## config.mk

```make
export PLATFORM = sky130hd
export DESIGN_NAME = gfftc_rem
export DESIGN_NICKNAME = d
export VERILOG_FILES = /design/src/rtl/gfftc_rem.sv
export SDC_FILE = /design/constraint.sdc
export NUM_CORES = 1
export LEC_CHECK = 0
export ABC_AREA = 1
export BUFFER_PORTS_ARGS = -buffer_cell sky130_fd_sc_hd__buf_4
export CAP_MARGIN = 10
export CELL_PAD_IN_SITES_DETAIL_PLACEMENT = 1
export CELL_PAD_IN_SITES_GLOBAL_PLACEMENT = 1
export CORE_MARGIN = 4
export CORE_UTILIZATION = 36
export CTS_CLUSTER_SIZE = 24
export DETAILED_ROUTE_END_ITERATION = 8
export PLACE_DENSITY = 0.84
export SYNTH_ARGS = -nofsm -noshare
export SYNTH_HDL_FRONTEND = slang
export SYNTH_SLANG_ARGS = --single-unit
export TNS_END_PERCENT = 1
```

## constraint.sdc

```tcl
create_clock -name clk -period 2.15 [get_ports clk]
set_input_delay 0.645 -clock clk [delete_from_list [all_inputs] [get_ports clk]]
set_output_delay 0.645 -clock clk [all_outputs]
set_load 0.005 [all_outputs]
```

## src/rtl/gfftc_rem.sv

```systemverilog
`timescale 1ns / 1ps
`default_nettype none
// ----------------------------------------------------------------------------
// gfftc_rem
// Serial remainder unit: dividend mod divisor, one quotient bit per cycle.
// ----------------------------------------------------------------------------
module gfftc_rem #(
  parameter int DW = 12,
  parameter int RW = 7
) (
  input  wire logic          clk,
  input  wire logic          rst,
  input  wire logic          start,
  input  wire logic [DW-1:0] dividend,
  input  wire logic [RW-1:0] divisor,
  output logic               done,
  output logic      [RW-1:0] remainder
);

  localparam int CNT_W = $clog2(DW + 1);

  logic             running;
  logic [CNT_W-1:0] cnt;
  logic [DW-1:0]    dvd;
  logic [RW:0]      trial;

  assign trial = {remainder, dvd[DW-1]};

  always_ff @(posedge clk) begin
    if (rst) begin
      running <= 1'b0;
      done    <= 1'b0;
      cnt     <= '0;
    end else begin
      done <= 1'b0;
      if (start) begin
        running   <= 1'b1;
        cnt       <= CNT_W'(DW);
        dvd       <= dividend;
        remainder <= '0;
      end else if (running) begin
        if (trial >= {1'b0, divisor}) begin
          remainder <= RW'(trial - {1'b0, divisor});
        end else begin
          remainder <= trial[RW-1:0];
        end
        dvd <= dvd << 1;
        cnt <= cnt - CNT_W'(1);
        if (cnt == CNT_W'(1)) begin
          running <= 1'b0;
          done    <= 1'b1;
        end
      end
    end
  end

endmodule
`default_nettype wire

```

---- Word level (Yosys, flattened, before mapping) ----
Index checks and enable logic that the tools add are counted.
word-level totals
  register bits after elaboration ......... 25
  input port bits ......................... 22
  output and inout port bits .............. 8
  logic and storage cells ................. 26
operators by class
  add/sub/neg operators ................... 2
  order comparisons ....................... 1
  eq/ne operators ......................... 1
  muxes and demuxes ....................... 10
  bitwise gates (word level) .............. 2
  reductions and logical operators ........ 4
operators by type and width
  kind                                                                 count
  12-bit 2-to-1 mux                                                    2
  7-bit 2-to-1 mux                                                     2
  8-bit by 7-bit >= comparator with 1-bit output                       1
  4-bit 2-to-1 mux                                                     2
  7-bit subtractor                                                     1
  4-bit by 1-bit == test with 1-bit output (second input constant)     1
  1-bit 2-to-1 mux                                                     4
  4-bit by 1-bit subtractor with 4-bit output (second input constant)  1
  3-bit OR reduction                                                   1
  1-bit NOT                                                            2
  2-bit AND reduction                                                  1
  2-bit nonzero test                                                   1
  2-bit OR reduction                                                   1

---- Longest topological paths before layout ----
Gate-level depths: netlist (run 1).
  depth after elaboration ................. 4
  depth in mapped cells ................... 13
  gate-level depth less buffers ........... 13

---- Worst setup path after synthesis (run 1) ----
No wires, ideal clock.
  path type ............................... input port to flip-flop
  start ................................... input start
  end ..................................... register dvd[0] (enable)
  library setup time ...................... 403 ps
  data arrival time ....................... 1710 ps
  required time ........................... 1747 ps
  path slack .............................. 37 ps
  cell stages on the path ................. 2
  buffers on the path ..................... 0
  cell sequence ........................... inv_1 -> a21oi_1
on the way
  cells in the longest elaborated chain, start to end .. 2
ends and longest elaborated chain
  element                        line  source
  start, declared                13    input wire logic start,
  2-bit nonzero test (no line)   n/a
  2-bit AND reduction (no line)  n/a
  end signal, assigned           39    dvd <= dividend;
  end signal, assigned           47    dvd <= dvd << 1;
  end, declared                  24    logic [DW-1:0] dvd;
Every way passes these cells.
A chain may end at the register's enable or synchronous reset.

---- Worst setup path in the final report (run 1) ----
  start ................................... register dvd[11]
  end ..................................... register remainder[2], data pin
on the way
  cells in the longest elaborated chain, start to end .. 3
  elaborated cells on any way between the ends .. 4
  those cells by class .................... add/sub: 1; order compare: 1; mux: 2
ends and longest elaborated chain
  element                                                                             line    source
  7-bit subtractor or 8-bit by 7-bit >= comparator with 1-bit output (tied branches)  43, 42
  7-bit 2-to-1 mux *                                                                  42      if (trial >= {1'b0, divisor}) begin
  7-bit 2-to-1 mux *                                                                  41      end else if (running) begin
  end signal, assigned                                                                43      remainder <= RW'(trial - {1'b0, divisor});
  end signal, assigned                                                                45      remainder <= trial[RW-1:0];
  end, declared                                                                       17      output logic [RW-1:0] remainder
Every way passes the cells marked *; elsewhere a longest branch is shown, timed or not. The select of a mux whose other input is x is not followed.

==> results of run 1 <==
==> path summary, 6_finish.rpt <==
path / start / endpoint / slack, ps / depth (start not counted)
max: dvd[11] / remainder[2] / 190 / 12
max reg2reg: dvd[11] / remainder[2] / 190 / 12
min reg2reg: cnt[3] / cnt[3] / 480 / 2
min: cnt[3] / cnt[3] / 480 / 2
==> what timing repair did <==
item                       4_1_cts  5_1_grt
hold endpoints to repair         0        0
setup endpoints to repair        0        1
resized for setup                0        1
==> cell usage after synthesis (all sizes together) <==
cell / instances / share of area [%]
fa: 1 / 1.3
xnor2: 2 / 1.1
dfxtp: 6 / 7.8
edfxtp: 19 / 37
nand4: 2 / 0.82
ha: 9 / 7.4
nor2: 17 / 4.3
a211oi: 1 / 0.49
clkbuf: 2 / 0.49
a21oi: 6 / 2.5
o21ai: 2 / 0.65
nand2: 73 / 20
nand3: 14 / 4.6
a31oi: 1 / 0.41
o31ai: 1 / 0.49
buf: 1 / 0.33
inv: 36 / 8.8
nor3: 3 / 1.7
==> worst max-delay path, delay by kind of cell (launching register included) <==
family                     cells  cell delay, ps
DFF                            1             370
adders and majority gates      2             540
and+or+nand+nor                8             650
buffers and inverters          2             170
==> placed cells by master (no fill, tap or decap), drive strengths merged <==
master,count
o31ai,1
nand2,73
fa,1
nand3,14
dfxtp,6
inv,36
buf,32
nor3,3
nor2,17
edfxtp,19
nand4,2
a211oi,1
a31oi,1
ha,9
xnor2,2
clkinv,1
clkbuf,3
o21ai,2
a21oi,6
==> final cells by class <==
class	count	area (um2)	area share, %
clock buffer	3	41.29	2.197
clock inverter	1	5.005	0.2663
inverter	36	135.1	7.190
multi-input combinational	132	704.4	37.48
sequential	25	690.7	36.75
tap	50	62.56	3.329
timing repair buffer	32	240.2	12.78
==> cells by family (layout without fill, tap and decap cells) <==
group	Yosys count	count (layout)
DFF	25	25
buffers and inverters	39	72
xor gates and xnor gates	2	2
and+or+nand+nor	109	109
adders and majority gates	10	10
AOI/OAI and AO/OA	11	11
==> metal layers <==
layer | up-vias | global-route usage (%) | wire length (um)
met5 | - | 0 | 0
met4 | 0 | 4.303 | 22
met3 | 2 | 1.377 | 185
met2 | 28 | 24.83 | 1711
met1 | 593 | 18.08 | 1541
li1 | 683 | - | -
==> sequential cells by signal, summed over array words and instances (netlist names) <==
signal	count
cnt	4
done	1
dvd	12
remainder	7
running	1
==> power breakdown <==
group	total [mW]	leakage [nW]	switching, mW	internal [mW]
Combinational	0.326	0.710	0.189	0.137
Sequential	0.587	0.234	0.0230	0.564
Clock	0.277	0.0255	0.147	0.129
Total	1.19	0.969	0.359	0.830
==> impl_metrics.json, run 1 <==
{
  "pin_count": 30,
  "cpMaxStageDelayCell": "fa_1",
  "hold_viol": 0,
  "gr-total-overflow": 0,
  "synth_mux_area_share_pct": 0,
  "numCtsBuffers": 3,
  "worst_slack_ps": 193.6,
  "nets": 262,
  "max_cap_violations": 0,
  "areaGrowthSynthToFinish_pct": 22.71,
  "die_h_um": 73.23,
  "wire_per_inst_um": 12.40,
  "cts_setup_buffers": 0,
  "ys_types": 24,
  "antenna_left": 0,
  "gr-usage-all-layers_pct": 14.11,
  "syn-cell-area_um2": 1531,
  "drtPass1Iterations": 4,
  "p_leak_nw": 0.9691,
  "synth_adder_area_share_pct": 8.660,
  "tightest_slew_ps": 332.8,
  "fin_crit_sh_pct": 91.00,
  "nFillCells": 521,
  "setup-tns-final_ps": 0,
  "yosysWarnings": 0,
  "postLayoutCellArea_um2": 1879,
  "place_inst": 275,
  "avgViaCountPerCell": 4.681,
  "core-area_um2": 4058,
  "status": "completed",
  "place_area_um2": 1826,
  "finalNonFillerCells": 279,
  "grt_pass1_vias": 1336,
  "grt_pass1_wl_um": 5954,
  "post-route-util_pct": 46.32,
  "antenna_found_initial": 0,
  "drive_above_1_share_pct": 20.09,
  "dpl.hpwl_um": 2766,
  "crit_path_max_incr_delay_ps": 390,
  "worstPathRequired_ps": 2180,
  "cp_cell_sequence": "inv_1, ha_1, inv_1, fa_1, nand2_1, nand2_2, nand2_4, nand2_4, nand2_4, nand2_1, nor2_1, nor2_1",
  "setup_viol": 0,
  "grt_max_degree": 22,
  "ir_worst_vdd_uv": 358.6,
  "synth_top_family_by_area": "simple AND/OR/NAND/NOR gates",
  "cp_data_arrival_time_ps": 1980,
  "min_path_type": "reg -> reg",
  "total_power_mw": 1.190,
  "start_util_pct": 37.74,
  "drt_iter0_markers": 30,
  "ctsHtreeMaxLevel": 1,
  "via_count": 1306,
  "yosysSeqAreaShare_pct": 45.10,
  "clk_path_buf_depth": 2,
  "place_congestion": 0.8505,
  "synth-simple-area-share_pct": 30.96,
  "cp_common_cell": "nand2_4",
  "slew_viol_final": 0,
  "cts_root_buf": "clkbuf_8",
  "pre_cts_ws_ps": -81.08,
  "synthCells": 196,
  "wl_um": 3460,
  "clk_latency_ps": 270,
  "critPathKind": "reg -> reg",
  "ys_ff_latch": 25,
  "die-area_um2": 5362,
  "cellPowerDensity_nw_per_um2": 633.0,
  "slew_headroom_pct": 77.82,
  "num_rows": 23,
  "fin_crit_ps": 1956,
  "syn_avg_cell_area_um2": 7.814,
  "synth_compound_area_share_pct": 4.493,
  "fin_worst_skew_ps": 4.885,
  "crit_path_max_fanout": 7,
  "clkTransAtPathRegs_ps": 80,
  "die_x_um": 73.23,
  "postSynthNetCount": 228,
  "critPathLaunchType": "register",
  "cts.sinks": 25,
  "n_antenna_cell": 0,
  "grt_setup_unrepaired": "false",
  "portBuffers": 29,
  "crit_path_end_kind": "register",
  "drc_errors": 0,
  "fmax_mhz": 511.1,
  "timing.hold.ws_ps": 483.0,
  "synth_xor_area_share_pct": 1.144,
  "postCtsHoldBufs": 0,
  "cts_tree": "built"
}
No activity file was read; power rests on OpenSTA's default activity.
==> run 2, diff against run 1 <==
- PLACE_DENSITY: 0.84 -> default
- PLACE_DENSITY_LB_ADDON: default -> 0.1
==> impl_metrics.json, run 2 (same netlist as run 1, synthesis figures left out) <==
{
  "status": "completed",
  "gr-total-overflow": 0,
  "final_common_cell": "nand2_1",
  "p_leak_nw": 0.9703,
  "avgViaCountPerCell": 4.663,
  "cp_common_cell": "nand2_4",
  "wire_per_inst_um": 12.65,
  "grt_max_degree": 22,
  "slew_viol_final": 0,
  "max_cap_violations": 0,
  "wl_um": 3528,
  "tightest_slew_ps": 335.0,
  "final_cell_mix": "69 x nand2_1, 35 x inv_1, 31 x buf_4",
  "cpMaxStageDelayCell": "fa_1",
  "fmax_mhz": 509.9,
  "clk_path_buf_depth": 2,
  "clkTransAtPathRegs_ps": 80,
  "largest_reg_flops": 12,
  "cts_tree": "built",
  "cellPowerDensity_nw_per_um2": 631.5,
  "start_util_pct": 37.74,
  "cp_cell_sequence": "inv_1, ha_1, inv_1, fa_1, nand2_1, nand2_2, nand2_4, nand2_4, nand2_4, nand2_1, nor2_1, nor2_1",
  "grt_pass1_vias": 1392,
  "die_h_um": 73.23,
  "reg2reg_depth": 12,
  "drtPass1Iterations": 4,
  "drc_errors": 0,
  "top_regs": "dvd: 12 flops, remainder: 7 flops, cnt: 4 flops",
  "largest-register": "dvd",
  "setup_viol": 0,
  "grt_pass1_wl_um": 5878,
  "via_count": 1301,
  "r2r_slack_ps": 190,
  "die_x_um": 73.23,
  "clk_latency_ps": 270,
  "n_antenna_cell": 0,
  "post-route-util_pct": 46.59,
  "ir_worst_vdd_uv": 387.9,
  "num_rows": 23,
  "crit_path_end_kind": "register",
  "antenna_found_initial": 0,
  "cts.sinks": 25,
  "grt_setup_unrepaired": "false",
  "die-area_um2": 5362,
  "place_area_um2": 1838,
  "drive_above_1_share_pct": 19.65,
  "place_congestion": 0.7983,
  "numCtsBuffers": 3,
  "postLayoutCellArea_um2": 1891,
  "hold_viol": 0,
  "fin_crit_ps": 1961,
  "whs_path_depth": 2,
  "portBuffers": 29,
  "nets": 262,
  "ctsHtreeMaxLevel": 1,
  "areaGrowthSynthToFinish_pct": 23.45,
  "slew_headroom_pct": 77.67,
  "worstPathRequired_ps": 2180,
  "core-area_um2": 4058,
  "dpl.hpwl_um": 2903,
  "drt_iter0_markers": 37,
  "critPathKind": "reg -> reg",
  "crit_path_max_incr_delay_ps": 390,
  "cts_root_buf": "clkbuf_8",
  "pin_count": 30,
  "fin_worst_skew_ps": 2.242,
  "antenna_left": 0,
  "gr-usage-all-layers_pct": 14.11,
  "crit_path_max_fanout": 7,
  "cts_setup_buffers": 0,
  "min_path_type": "reg -> reg",
  "critPathLaunchType": "register",
  "cp_data_arrival_time_ps": 1990,
  "fin_crit_sh_pct": 91.21
}
[run 2: cell types whose count changed in the layout (fill, tap and decap cells not counted), sizes merged]
cell	change
clkbuf	+1
clkinv	-1
[run 2: worst paths after layout]
check,start,end
setup / recovery,dvd[11],remainder[2]
hold / removal,cnt[3],cnt[3]
setup reg to reg,dvd[11],remainder[2]
hold reg to reg,cnt[3],cnt[3]
[run 2: power breakdown]
| part | switching [mW] | leakage, nW | internal (mW) |
|---|---|---|---|
| sequential | 0.0229 | 0.234 | 0.564 |
| clock | 0.145 | 0.0228 | 0.133 |
| combinational | 0.190 | 0.714 | 0.140 |
| total | 0.357 | 0.970 | 0.837 |
[run 2: what timing repair did]
action	in CTS	in global routing
hold buffers	0	0
endpoints found under the hold margin	0	0
setup endpoints to repair	0	4
gates resized for setup	0	1
[run 2: layer usage]
layer / wire length (um) / vias up / GRT usage, %
met5: 0 / - / 0
li1: - / 679 / -
met1: 1492 / 585 / 16.27
met2: 1831 / 28 / 26.02
met3: 128 / 9 / 1.791
met4: 75 / 0 / 5.533
[run 2: stage by stage]
step / total power [mW] / worst slack, ps / TNS [ps] / hold slack, ps / instances
2_1_floorplan: 0.8084 / 37.18 / 0 / 446.7 / 196
3_3_place_gp: 0.9116 / -5.695 / -5.695 / 457.9 / 275
3_5_place_dp: 0.9291 / -93.15 / -547.2 / 474.5 / 275
4_1_cts: 1.209 / 143.2 / 0 / 487.6 / 279
5_1_grt: 1.271 / 10.88 / 0 / 516.1 / 279
6_report: 1.194 / 189.0 / 0 / 483.3 / 279
[run 2: final cells by class]
type / instances / area (um2)
clock buffer: 4 / 45.04
inverter: 36 / 135.1
multi-input combinational: 132 / 704.4
sequential: 25 / 690.7
timing repair buffer: 32 / 252.7
fill: 511 / 2167
tap: 50 / 62.56
[run 2: worst max-delay path: cells and delay by family (launching register included)]
family / cells / cell delay [ps]
fa+ha+maj: 2 / 540
buf+inv: 2 / 180
flops: 1 / 370
simple gates: 8 / 640
